## src/rtl/core/ihex_pkg.sv

```systemverilog
`timescale 1ns / 1ps
// Shared types and constants for the Intel HEX record parser.
// Used by every module of the parser; depends on nothing else.
package ihex_pkg;

  // One input request: a character of the file or the end-of-stream mark.
  typedef struct packed {
    logic [7:0] character;
    logic       end_of_stream;
  } in_item_t;

  // One result request: a payload byte or a record or stream status.
  typedef struct packed {
    logic        kind;
    logic [7:0]  payload_byte;
    logic [31:0] byte_address;
    logic [2:0]  record_kind;
    logic [2:0]  status;
  } out_item_t;

  // Character classes produced by the front end.
  typedef enum logic [2:0] {
    TOK_HEX,
    TOK_BLANK,
    TOK_COLON,
    TOK_OTHER,
    TOK_EOS
  } tok_cls_e;

  typedef struct packed {
    tok_cls_e   cls;
    logic [3:0] nib;
  } token_t;

  typedef enum logic [2:0] {
    ST_OK         = 3'd0,
    ST_BAD_START  = 3'd1,
    ST_BAD_DIGIT  = 3'd2,
    ST_BAD_TYPE   = 3'd3,
    ST_BAD_LENGTH = 3'd4,
    ST_CHECKSUM   = 3'd5,
    ST_NO_EOF     = 3'd6
  } status_e;

  localparam logic KIND_BYTE   = 1'b0;
  localparam logic KIND_STATUS = 1'b1;

  localparam logic [2:0] REC_DATA      = 3'd0;
  localparam logic [2:0] REC_EOF       = 3'd1;
  localparam logic [2:0] REC_EXT_SEG   = 3'd2;
  localparam logic [2:0] REC_START_SEG = 3'd3;
  localparam logic [2:0] REC_EXT_LIN   = 3'd4;
  localparam logic [2:0] REC_START_LIN = 3'd5;
  localparam logic [7:0] REC_TYPE_MAX  = 8'd5;

  localparam logic [7:0] CHAR_COLON = 8'h3A;
  localparam logic [7:0] CHAR_SPACE = 8'h20;
  localparam logic [7:0] CHAR_TAB   = 8'h09;
  localparam logic [7:0] CHAR_CR    = 8'h0D;
  localparam logic [7:0] CHAR_ZERO  = 8'h30;
  localparam logic [7:0] CHAR_NINE  = 8'h39;
  localparam logic [7:0] CHAR_LO_A  = 8'h61;
  localparam logic [7:0] CHAR_LO_F  = 8'h66;
  localparam logic [7:0] CHAR_UP_A  = 8'h41;
  localparam logic [7:0] CHAR_UP_F  = 8'h46;

endpackage

```

## src/rtl/core/ihex_front.sv

```systemverilog
`timescale 1ns / 1ps
// Front end of the parser: accepts characters and classifies each one.
// Depends on ihex_pkg.
module ihex_front (
  input  logic              in_valid_i,
  output logic              in_ready_o,
  input  ihex_pkg::in_item_t in_item_i,
  output logic              tok_valid_o,
  input  logic              tok_ready_i,
  output ihex_pkg::token_t  tok_o
);

  logic [7:0] ch;

  assign ch          = in_item_i.character;
  assign tok_valid_o = in_valid_i;
  assign in_ready_o  = tok_ready_i;

  always_comb begin
    tok_o.nib = 4'h0;
    if (in_item_i.end_of_stream) begin
      tok_o.cls = ihex_pkg::TOK_EOS;
    end else if (ch >= ihex_pkg::CHAR_ZERO && ch <= ihex_pkg::CHAR_NINE) begin
      tok_o.cls = ihex_pkg::TOK_HEX;
      tok_o.nib = ch[3:0];
    end else if ((ch >= ihex_pkg::CHAR_LO_A && ch <= ihex_pkg::CHAR_LO_F) ||
                 (ch >= ihex_pkg::CHAR_UP_A && ch <= ihex_pkg::CHAR_UP_F)) begin
      // Letters a..f sit at low nibbles 1..6 in both cases.
      tok_o.cls = ihex_pkg::TOK_HEX;
      tok_o.nib = ch[3:0] + 4'd9;
    end else if (ch == ihex_pkg::CHAR_COLON) begin
      tok_o.cls = ihex_pkg::TOK_COLON;
    end else if (ch == ihex_pkg::CHAR_SPACE ||
                 (ch >= ihex_pkg::CHAR_TAB && ch <= ihex_pkg::CHAR_CR)) begin
      tok_o.cls = ihex_pkg::TOK_BLANK;
    end else begin
      tok_o.cls = ihex_pkg::TOK_OTHER;
    end
  end

endmodule

```

## src/rtl/core/ihex_fifo.sv

```systemverilog
`timescale 1ns / 1ps
// Small flip-flop queue of classified characters between front and back end.
// Depends on ihex_pkg.
module ihex_fifo #(
  parameter int Depth = 2
) (
  input  logic             clk_i,
  input  logic             rst_ni,
  input  logic             push_valid_i,
  output logic             push_ready_o,
  input  ihex_pkg::token_t push_data_i,
  output logic             pop_valid_o,
  input  logic             pop_ready_i,
  output ihex_pkg::token_t pop_data_o
);

  localparam int PtrW = $clog2(Depth);
  localparam int CntW = $clog2(Depth + 1);

  ihex_pkg::token_t mem_q [Depth];
  logic [PtrW-1:0]  wr_ptr_q, rd_ptr_q;
  logic [CntW-1:0]  count_q;
  logic             push, pop;

  assign push_ready_o = (count_q != CntW'(Depth));
  assign pop_valid_o  = (count_q != '0);
  assign pop_data_o   = mem_q[rd_ptr_q];
  assign push         = push_valid_i && push_ready_o;
  assign pop          = pop_valid_o && pop_ready_i;

  always_ff @(posedge clk_i or negedge rst_ni) begin
    if (!rst_ni) begin
      wr_ptr_q <= '0;
      rd_ptr_q <= '0;
      count_q  <= '0;
    end else begin
      if (push) begin
        wr_ptr_q <= (wr_ptr_q == PtrW'(Depth - 1)) ? '0 : wr_ptr_q + 1'b1;
      end
      if (pop) begin
        rd_ptr_q <= (rd_ptr_q == PtrW'(Depth - 1)) ? '0 : rd_ptr_q + 1'b1;
      end
      if (push && !pop) begin
        count_q <= count_q + 1'b1;
      end else if (pop && !push) begin
        count_q <= count_q - 1'b1;
      end
    end
  end

  always_ff @(posedge clk_i) begin
    if (push) begin
      mem_q[wr_ptr_q] <= push_data_i;
    end
  end

  a_count_bound : assert property (@(posedge clk_i) disable iff (!rst_ni)
    count_q <= CntW'(Depth))
    else $error("queue count beyond depth");

endmodule

```

## src/rtl/core/ihex_back.sv

```systemverilog
`timescale 1ns / 1ps
// Back end of the parser: record state machine, running sum and result register.
// Depends on ihex_pkg.
module ihex_back (
  input  logic                clk_i,
  input  logic                rst_ni,
  input  logic                tok_valid_i,
  output logic                tok_ready_o,
  input  ihex_pkg::token_t    tok_i,
  output logic                out_valid_o,
  input  logic                out_ready_i,
  output ihex_pkg::out_item_t out_item_o
);

  typedef enum logic [2:0] {
    PH_WAIT,
    PH_COUNT,
    PH_ADDR,
    PH_TYPE,
    PH_DATA,
    PH_CSUM
  } phase_e;

  phase_e              phase_q, phase_d;
  logic                hns_q, hns_d;
  logic [3:0]          pend_q, pend_d;
  logic [7:0]          cnt_q, cnt_d;
  logic [7:0]          len_q, len_d;
  logic [15:0]         addr_q, addr_d;
  logic [2:0]          type_q, type_d;
  logic [7:0]          idx_q, idx_d;
  logic [7:0]          sum_q, sum_d;
  logic [7:0]          ftp_hi_q, ftp_hi_d;
  logic [7:0]          ftp_lo_q, ftp_lo_d;
  logic [15:0]         upper_q, upper_d;
  logic                eof_q, eof_d;
  logic                halted_q, halted_d;
  logic                out_valid_q, out_valid_d;
  ihex_pkg::out_item_t out_q, res;
  logic                out_load, pop;
  logic [7:0]          byte_v, sum_v;
  logic [31:0]         base;

  function automatic logic length_ok(logic [2:0] t, logic [7:0] len);
    logic ok;
    case (t) inside
      ihex_pkg::REC_EOF:                                   ok = (len == 8'd0);
      ihex_pkg::REC_EXT_SEG, ihex_pkg::REC_EXT_LIN:        ok = (len == 8'd2);
      ihex_pkg::REC_START_SEG, ihex_pkg::REC_START_LIN:    ok = (len == 8'd4);
      default:                                             ok = 1'b1;
    endcase
    return ok;
  endfunction

  assign tok_ready_o = !out_valid_q || out_ready_i;
  assign pop         = tok_valid_i && tok_ready_o;
  assign out_valid_o = out_valid_q;
  assign out_item_o  = out_q;
  assign byte_v      = {pend_q, tok_i.nib};
  assign sum_v       = sum_q + byte_v;
  assign base        = {upper_q, addr_q};

  always_comb begin
    phase_d  = phase_q;
    hns_d    = hns_q;
    pend_d   = pend_q;
    cnt_d    = cnt_q;
    len_d    = len_q;
    addr_d   = addr_q;
    type_d   = type_q;
    idx_d    = idx_q;
    sum_d    = sum_q;
    ftp_hi_d = ftp_hi_q;
    ftp_lo_d = ftp_lo_q;
    upper_d  = upper_q;
    eof_d    = eof_q;
    halted_d = halted_q;
    res      = '0;
    out_load = 1'b0;

    if (pop) begin
      if (tok_i.cls == ihex_pkg::TOK_EOS) begin
        if (!halted_q) begin
          out_load   = 1'b1;
          res.kind   = ihex_pkg::KIND_STATUS;
          res.status = (phase_q != PH_WAIT) ? ihex_pkg::ST_BAD_DIGIT :
                       (eof_q ? ihex_pkg::ST_OK : ihex_pkg::ST_NO_EOF);
        end
        phase_d  = PH_WAIT;
        halted_d = 1'b0;
        eof_d    = 1'b0;
        upper_d  = '0;
        hns_d    = 1'b0;
        pend_d   = '0;
      end else if (!halted_q) begin
        if (phase_q == PH_WAIT) begin
          if (tok_i.cls == ihex_pkg::TOK_COLON) begin
            phase_d  = PH_COUNT;
            hns_d    = 1'b0;
            pend_d   = '0;
            cnt_d    = '0;
            len_d    = '0;
            addr_d   = '0;
            type_d   = '0;
            idx_d    = '0;
            sum_d    = '0;
            ftp_hi_d = '0;
            ftp_lo_d = '0;
          end else if (tok_i.cls != ihex_pkg::TOK_BLANK) begin
            out_load   = 1'b1;
            halted_d   = 1'b1;
            res.kind   = ihex_pkg::KIND_STATUS;
            res.status = ihex_pkg::ST_BAD_START;
          end
        end else if (tok_i.cls != ihex_pkg::TOK_HEX) begin
          out_load         = 1'b1;
          halted_d         = 1'b1;
          res.kind         = ihex_pkg::KIND_STATUS;
          res.byte_address = base;
          res.record_kind  = (phase_q == PH_DATA || phase_q == PH_CSUM) ? type_q : '0;
          res.status       = ihex_pkg::ST_BAD_DIGIT;
        end else if (!hns_q) begin
          pend_d = tok_i.nib;
          hns_d  = 1'b1;
        end else begin
          hns_d = 1'b0;
          unique case (phase_q)
            PH_COUNT: begin
              len_d   = byte_v;
              sum_d   = byte_v;
              cnt_d   = 8'd2;
              phase_d = PH_ADDR;
            end
            PH_ADDR: begin
              addr_d = {addr_q[7:0], byte_v};
              sum_d  = sum_v;
              cnt_d  = cnt_q - 8'd1;
              if (cnt_q == 8'd1) begin
                phase_d = PH_TYPE;
              end
            end
            PH_TYPE: begin
              sum_d = sum_v;
              if (byte_v > ihex_pkg::REC_TYPE_MAX) begin
                out_load         = 1'b1;
                halted_d         = 1'b1;
                res.kind         = ihex_pkg::KIND_STATUS;
                res.byte_address = base;
                res.status       = ihex_pkg::ST_BAD_TYPE;
              end else begin
                type_d  = byte_v[2:0];
                cnt_d   = len_q;
                idx_d   = '0;
                phase_d = (len_q != 8'd0) ? PH_DATA : PH_CSUM;
              end
            end
            PH_DATA: begin
              sum_d            = sum_v;
              out_load         = 1'b1;
              res.kind         = ihex_pkg::KIND_BYTE;
              res.payload_byte = byte_v;
              res.byte_address = base + {24'd0, idx_q};
              res.record_kind  = type_q;
              res.status       = ihex_pkg::ST_OK;
              if (idx_q == 8'd0) begin
                ftp_hi_d = byte_v;
                ftp_lo_d = '0;
              end else if (idx_q == 8'd1) begin
                ftp_lo_d = byte_v;
              end
              idx_d = idx_q + 8'd1;
              cnt_d = cnt_q - 8'd1;
              if (cnt_q == 8'd1) begin
                phase_d = PH_CSUM;
              end
            end
            PH_CSUM: begin
              out_load         = 1'b1;
              res.kind         = ihex_pkg::KIND_STATUS;
              res.byte_address = base;
              res.record_kind  = type_q;
              if (sum_v != 8'd0) begin
                halted_d   = 1'b1;
                res.status = ihex_pkg::ST_CHECKSUM;
              end else if (!length_ok(type_q, len_q)) begin
                halted_d   = 1'b1;
                res.status = ihex_pkg::ST_BAD_LENGTH;
              end else begin
                res.status = ihex_pkg::ST_OK;
                if (type_q == ihex_pkg::REC_EXT_LIN) begin
                  upper_d = {ftp_hi_q, ftp_lo_q};
                end
                eof_d   = (type_q == ihex_pkg::REC_EOF);
                phase_d = PH_WAIT;
              end
            end
            default: begin
              phase_d = PH_WAIT;
            end
          endcase
        end
      end
    end

    if (out_load) begin
      out_valid_d = 1'b1;
    end else if (out_ready_i) begin
      out_valid_d = 1'b0;
    end else begin
      out_valid_d = out_valid_q;
    end
  end

  always_ff @(posedge clk_i or negedge rst_ni) begin
    if (!rst_ni) begin
      phase_q     <= PH_WAIT;
      hns_q       <= 1'b0;
      pend_q      <= '0;
      cnt_q       <= '0;
      len_q       <= '0;
      addr_q      <= '0;
      type_q      <= '0;
      idx_q       <= '0;
      sum_q       <= '0;
      ftp_hi_q    <= '0;
      ftp_lo_q    <= '0;
      upper_q     <= '0;
      eof_q       <= 1'b0;
      halted_q    <= 1'b0;
      out_valid_q <= 1'b0;
      out_q       <= '0;
    end else begin
      phase_q     <= phase_d;
      hns_q       <= hns_d;
      pend_q      <= pend_d;
      cnt_q       <= cnt_d;
      len_q       <= len_d;
      addr_q      <= addr_d;
      type_q      <= type_d;
      idx_q       <= idx_d;
      sum_q       <= sum_d;
      ftp_hi_q    <= ftp_hi_d;
      ftp_lo_q    <= ftp_lo_d;
      upper_q     <= upper_d;
      eof_q       <= eof_d;
      halted_q    <= halted_d;
      out_valid_q <= out_valid_d;
      if (out_load) begin
        out_q <= res;
      end
    end
  end

  a_data_count : assert property (@(posedge clk_i) disable iff (!rst_ni)
    (phase_q == PH_DATA) |-> (cnt_q != 8'd0))
    else $error("payload phase with no bytes left");

  a_halted_quiet : assert property (@(posedge clk_i) disable iff (!rst_ni)
    halted_q |-> !out_load)
    else $error("result produced while halted");

  a_byte_in_data : assert property (@(posedge clk_i) disable iff (!rst_ni)
    (out_load && res.kind == ihex_pkg::KIND_BYTE) |-> (phase_q == PH_DATA && hns_q))
    else $error("payload byte outside payload phase");

endmodule

```

## src/rtl/core/intel_hex_record_parser.sv

```systemverilog
`timescale 1ns / 1ps
// Intel HEX record parser, top level. Each accepted character is written into the
// queue, then taken by the back end, which registers any result for out_valid_o.
// Throughput: one character per cycle while the result side does not stall.
// The queue between front and back end holds QueueDepth characters.
// Reset (rst_ni low, asynchronous) empties the queue and result register and
// returns the parser to waiting for a start colon with the upper address cleared.
module intel_hex_record_parser #(
  parameter int QueueDepth = 2
) (
  input  logic                clk_i,
  input  logic                rst_ni,
  input  logic                in_valid_i,
  output logic                in_ready_o,
  input  ihex_pkg::in_item_t  in_item_i,
  output logic                out_valid_o,
  input  logic                out_ready_i,
  output ihex_pkg::out_item_t out_item_o
);

  // Classified character from the front end, before and after the queue.
  logic             front_valid, front_ready;
  ihex_pkg::token_t front_tok;
  logic             back_valid, back_ready;
  ihex_pkg::token_t back_tok;

  // The front end sorts each character into a class (hex digit with its value,
  // whitespace, colon, anything else, or the end-of-stream mark). Every request
  // is taken whenever the queue has room.
  ihex_front u_front (
    .in_valid_i  (in_valid_i),
    .in_ready_o  (in_ready_o),
    .in_item_i   (in_item_i),
    .tok_valid_o (front_valid),
    .tok_ready_i (front_ready),
    .tok_o       (front_tok)
  );

  // The queue lets the input keep flowing for a short while when the result
  // side stalls, and keeps the input ready free of the output ready path.
  ihex_fifo #(
    .Depth (QueueDepth)
  ) u_fifo (
    .clk_i        (clk_i),
    .rst_ni       (rst_ni),
    .push_valid_i (front_valid),
    .push_ready_o (front_ready),
    .push_data_i  (front_tok),
    .pop_valid_o  (back_valid),
    .pop_ready_i  (back_ready),
    .pop_data_o   (back_tok)
  );

  // The back end pairs nibbles into bytes, walks the record fields, keeps the
  // running checksum and the upper address, and registers each result. It
  // takes a new character whenever its result register is free or draining.
  ihex_back u_back (
    .clk_i       (clk_i),
    .rst_ni      (rst_ni),
    .tok_valid_i (back_valid),
    .tok_ready_o (back_ready),
    .tok_i       (back_tok),
    .out_valid_o (out_valid_o),
    .out_ready_i (out_ready_i),
    .out_item_o  (out_item_o)
  );

endmodule
```

## config.mk

```make
export PLATFORM = sky130hd
export DESIGN_NAME = intel_hex_record_parser
export DESIGN_NICKNAME = d
export VERILOG_FILES = /design/src/rtl/core/ihex_pkg.sv /design/src/rtl/core/ihex_front.sv /design/src/rtl/core/ihex_fifo.sv /design/src/rtl/core/ihex_back.sv /design/src/rtl/core/intel_hex_record_parser.sv
export SDC_FILE = /design/constraint.sdc
export NUM_CORES = 1
export LEC_CHECK = 0
export BUFFER_PORTS_ARGS = -buffer_cell sky130_fd_sc_hd__buf_2
export CAP_MARGIN = 40
export CORE_MARGIN = 8
export CORE_UTILIZATION = 50
export DETAILED_ROUTE_END_ITERATION = 6
export GPL_TIMING_DRIVEN = 1
export MAX_ROUTING_LAYER = met4
export PLACE_DENSITY = 0.69
export SETUP_SLACK_MARGIN = 0.02
export SKIP_CTS_REPAIR_TIMING = 1
export SLEW_MARGIN = 15
export SYNTH_ARGS = -nofsm -noshare
export SYNTH_HDL_FRONTEND = slang
export SYNTH_HIERARCHICAL = 1
export SYNTH_SLANG_ARGS = --single-unit
export TNS_END_PERCENT = 30
```

## constraint.sdc

```tcl
create_clock -name clk_i -period 10 [get_ports clk_i]
set_clock_uncertainty 0.1 [all_clocks]
set_input_delay 2 -clock clk_i [delete_from_list [all_inputs] [get_ports clk_i]]
set_output_delay 2 -clock clk_i [all_outputs]
set_load 0.05 [all_outputs]
```

# [Yosys cells after proc, flatten, opt, wreduce, memory -nomap -nowiden]
# Memories as Yosys holds them, arrays and structs flattened.
# Index checks and enable logic that the tools add are counted.
[op_classes] add_sub_neg=9 n_lt_le_gt_ge=9 n_eq_ne=36 mux=155 bitwise=2 reduce_logical=58
[op_table] op="2-to-1 mux 8 bit" count=29
[op_table] op="2-to-1 mux 16 bit" count=14
[op_table] op="2-to-1 mux 47 bit" count=3
[op_table] op="case mux 32 bit (3 select lines)" count=1
[op_table] op="2-to-1 mux 3 bit" count=29
[op_table] op="2-to-1 mux 43 bit" count=2
[op_table] op="2-to-1 mux 1 bit" count=53
[op_table] op="AND reduction 8 bit" count=6
[op_table] op="2-to-1 mux 38 bit" count=1
[op_table] op="adder 32 x 8 -> 32 bit" count=1
[op_table] op="2-to-1 mux 32 bit" count=1
[op_table] op="2-to-1 mux 4 bit" count=8
[op_table] op="case mux 8 bit (2 select lines)" count=2
[op_table] op="nonzero test 2 bit" count=13
[op_table] op="case mux 8 bit (3 select lines)" count=1
[op_table] op="AND reduction 7 bit" count=3
[op_table] op="nonzero test 3 bit" count=6
[op_table] op="equality test 8 x 1 -> 1 bit, second input constant" count=2
[op_table] op="equality test 8 x 6 -> 1 bit, second input constant" count=2
[op_table] op=">= comparator 8 x 7 -> 1 bit, second input constant" count=2
[op_table] op="<= comparator 8 x 7 -> 1 bit, second input constant" count=2
[op_table] op="logical NOT 8 bit" count=2
[op_table] op="!= test 4 x 2 -> 1 bit, second input constant" count=4
[op_table] op="nonzero test 8 bit" count=2
[op_table] op="40 further kinds" count=80
[totals] reg_bits=145 ramBits=14 in_bits=13 wordCells=293 memories=1
[memory_table] memory="u_fifo.mem_q" words=2 width=7 read_ports=1 rd_ports_with_merged_regs=0 wr=1 line="ihex_fifo.sv:20" rtl="ihex_pkg::token_t mem_q [Depth];"

# [Depth between registers and ports, before layout]
[logic_depth] ltp_word=22 mapped_depth=12 depth_no_buf=10

# [By module]
# Netlist, hierarchy kept.
[modules_own_cells] module="ihex_back" n_inst=1 cells_each=882 area_each_um2=8013.9
[modules_own_cells] module="ihex_fifo" n_inst=1 cells_each=40 area_each_um2=715.7
[modules_own_cells] module="ihex_front" n_inst=1 cells_each=37 area_each_um2=266.5

# [Worst setup path after synthesis]
# No wires, ideal clock.
[synth_timing] path_type="input -> register" from="input port out_ready_i" to="register u_back.out_q (netlist bit u_back/out_item_o[35])" t_arrival_ns=3.737 setup_slack_ns=6.047 path_stages=8 path_cell_list="nand2b_1 nand2_1 or4_4 or3_1 buf_2 nor2_2 o21ai_0 o311ai_0"
[synth_via] elab_chain_len=3 elab_cells_between_ends=4 cone_classes="2 x mux; 2 x reduce/logical"
[synth_lines] item="start, declared" line="intel_hex_record_parser.sv:17" rtl="input logic out_ready_i,"
[synth_lines] item="logical OR 1 bit (*)" line="ihex_back.sv:55" rtl="assign tok_ready_o = !out_valid_q || out_ready_i;"
[synth_lines] item="logical AND 1 bit (*)" line="ihex_back.sv:56" rtl="assign pop = tok_valid_i && tok_ready_o;"
[synth_lines] item="2-to-1 mux 47 bit or 2-to-1 mux 1 bit (tied branches)" line="ihex_back.sv:81" rtl="if (pop) begin"
[synth_lines] item="end signal, assigned" line="ihex_back.sv:249" rtl="out_q <= res;"
[synth_lines] item="end, declared" line="ihex_back.sv:39" rtl="ihex_pkg::out_item_t out_q, res;"
# Every way passes the cells marked *; elsewhere a longest branch is shown, timed or not.
# A chain may end at the register's enable or synchronous reset.

# [Worst setup path after layout]
[layout_timing] from="input port out_ready_i" to="register u_back.out_q (netlist bit u_back/out_item_o[28])"
[layout_via] elab_chain_len=3 elab_cells_between_ends=4 cone_classes="2 x mux; 2 x reduce/logical"
[layout_lines] item="logical OR 1 bit (*)" line="ihex_back.sv:55"
[layout_lines] item="net back_ready" line="intel_hex_record_parser.sv:24" rtl="logic back_valid, back_ready;"
[layout_lines] item="logical AND 1 bit (*)" line="ihex_back.sv:56"
[layout_lines] item="2-to-1 mux 47 bit or 2-to-1 mux 1 bit (tied branches)" line="ihex_back.sv:81"
# Mark *: on every way through the listed nets, which the timed path passes. The rest lies on a longest branch.

==> metrics.txt <==
status=finished, final reports clean; Cell Area, Synth=8996 sq um; die area=22540 sq um; CP max-delay cell=or4_4; Yosys top cell area share=approximately 40%; FFs w/ async S/R, synth=91.19%; CP Cell Sequence=buf_2, nand2b_1, nand2_1, or4_4, or2_2, buf_4, a221oi_1, a22oi_1; max-slew violations=0; Post-Route WL=~24000 um; pwr/cell area=between 200 and 250 nW/um^2; Worst Tran Pin Value=0.8812 ns; diodes inserted=0; Routed WL per cell=19.65 um; vias per cell=6.146; worst-path maximum fanout=41; via count=7603; GR Util All Layers=between 20% and 30%; row count=49; initial antenna violation count=0; Cell variety after synth=between 80 and 90; Max-Cap Viols=0; FF+latch count, synth=around 160; Setup crit start=out_ready_i; commonest non-fill, non-tap cell in the layout=dfrtp_1; worst setup path endpoint=u_back/out_item_o[28]; Setup TNS Final=0 ns; Final ANT Viol Nets=0; initial core utilization=50.60%; Post-Syn Area per Cell=9.381 sq um; Final Non-Filler Cells=1237; fmax=238.8 MHz; highest cell delay on the worst timing path=0.60 ns; fin util=56.58%; Pre-Repair DR Iteration Count=6; H-tree depth=4; Synth area leaders=dfrtp_1, nand2_1, o21ai_0; RSZ-0062 raised after global routing=no; Filler Cell Count=1583; area delta synth->final=11.82%; Arr. time, crit path=4.38 ns; CP Launch Type=primary input; Setup-failing EPs final=0; worst vdd rail ir drop=0.1370 mV; pin count of the biggest net entering global routing=91; Final Hold Fails=0; clk slew on worst S/H paths=around 0.06 ns; Crit Path Category=primary input to flop; share of cells above drive strength 1=16.57%; hpwl dp=between 15000 and 20000 um; dpl cells=1204; most frequent cells in the layout=dfrtp_1, nand2_1, o21ai_0, nor2_1, buf_2; TritonCTS buffer count=17; Hold Slack=0.3783 ns; number of DRC markers in iteration 0=about 780; Worst slew margin=41.26%; first-pass GRT wire length=slightly below 40000 um; core area=between 15000 and 20000 sq um; die width=150.1 um; cells after synthesis=between 900 and 1000; CTS tree=yes; minimum clock period=4.188 ns; IO Port Bufs=61; EDFF count, synth=14; Bufs on Longest Clock Path=2; Yosys warnings=6; CTS sink cnt=roughly 160; sequential fraction of the synthesis area=around 45%; # nets final=around 1000; vias in the first global route=between 7000 and 8000; worst skew pair latency=0.43 ns; CP endpoint kind=flop; Synth Flop Type=dfrtp_1; Die Y=150.1 um; Leak=4.446 nW; Final Power=between 2 and 2.5 mW; Reg2Reg Depth=10; root buffer cell=clkbuf_16; CP Data Required Time=10.19 ns; Final GP Congestion=about 0.95; GRT overflow=0; cell taking the most area after synthesis=dfrtp_1; syn nets=999; r2r startpoint=u_fifo/rd_ptr_q; reg2reg end=u_back/upper_q[14]; R2R Setup Slk=6.07 ns; Top Ports=62; post-route DRC violation count=0; period utilization=between 40% and 50%; hold crit path type=flop to flop
==> worst min path at each step <==
stage	depth (start not counted)	to	slack, ns	startpoint
after floorplan	2	u_back/sum_q[2]	0.35	u_back/sum_q[2]
after global placement	2	u_back/out_item_o[23]	0.36	u_back/out_item_o[23]
after detailed placement	2	u_back/out_item_o[40]	0.36	u_back/out_item_o[40]
after CTS	2	u_back/out_item_o[40]	0.38	u_back/out_item_o[40]
after global routing	2	u_back/out_item_o[42]	0.41	u_back/out_item_o[42]
final	2	u_back/out_item_o[18]	0.38	u_back/out_item_o[18]
==> flip-flops by register name (all words and copies together), names as in the netlist, 2 cells and up <==
name               flops
u_back/sum_q           8
u_fifo/mem_q          14
u_back/cnt_q           8
u_back/type_q          3
u_back/out_item_o     47
u_back/pend_q          4
u_back/ftp_lo_q        8
u_back/idx_q           8
u_fifo/count_q         2
u_back/upper_q        16
u_back/addr_q         16
u_back/phase_q         3
u_back/len_q           8
u_back/ftp_hi_q        8
==> cells in the mapped netlist, types with 4 or more instances <==
master    number
a211o_1        5
a211oi_1       8
a21o_1         7
a21oi_1       42
a221oi_1       6
a22o_1        18
a22oi_1        9
a31oi_1        8
a32oi_1       10
and2_1        14
and3_1        12
buf_2         16
buf_4          7
clkbuf_1      27
dfrtp_1      145
edfxtp_1      14
ha_1          25
inv_1         21
mux2_2        34
mux2i_1        5
nand2_1      139
nand2b_1       8
nand3_1       31
nand3b_1       5
nand4_1        7
nor2_1        63
nor2b_1        4
nor3_1        20
nor3_2         6
nor3b_1        6
nor4_1         9
o211ai_1       6
o21a_1         4
o21ai_0       88
o21ai_1       18
o22ai_1        5
o311ai_0       5
o31a_1         5
o31ai_1       11
or2_2          4
or3_1          9
xnor2_1        8
xor2_1         7
==> where the power goes <==
group	leakage (nW)	switching (mW)	total [mW]	internal (mW)
Clock	0.295	0.267	0.672	0.405
Sequential	2.10	0.122	0.865	0.743
Combinational	2.05	0.599	0.904	0.305
==> cells by family after synthesis <==
logic type | Yosys count | synth area share [%]
compound gates | 288 | 21.38
buf+inv | 76 | 3.853
flops | 159 | 45.01
fa+ha+maj | 28 | 4.033
simple gates | 354 | 19.46
mux | 39 | 4.812
xor+xnor | 15 | 1.460
==> metrics by stage <==
stage | setup WS [ns] | cell area, sq um
after CTS | 5.820 | 10030
after global routing | 5.683 | 10060
after floorplan | 6.047 | 8996
after detailed placement | 5.367 | 9410
after global placement | 5.467 | 9371
final | 5.812 | 10060
==> final cells by class <==
type | instances | area, sq um | area share, %
clock buffer | 22 | 495.5 | 4.925
sequential | 159 | 4049 | 40.25
timing repair buffer | 72 | 422.9 | 4.204
inverter | 21 | 78.83 | 0.7836
tap | 229 | 286.5 | 2.848
clock inverter | 10 | 126.4 | 1.256
multi-input combinational | 724 | 4601 | 45.73
==> routing by layer <==
metal / vias up / track usage [%] / wire, um
met3: 39 / 3.547 / 1604
met1: 3665 / 30.17 / 10690
li1: 3598 / - / -
met5: - / - / 0
met2: 301 / 35.18 / 11460
met4: 0 / 8.646 / 553
==> worst max-delay path: cells and delay by family <==
kind	cells	cell delay (ns)
and+or+nand+nor	4	1.46
AOI/OAI and AO/OA	2	0.51
buffers and inverters	2	0.37
Power figures use the tool's default switching activity.
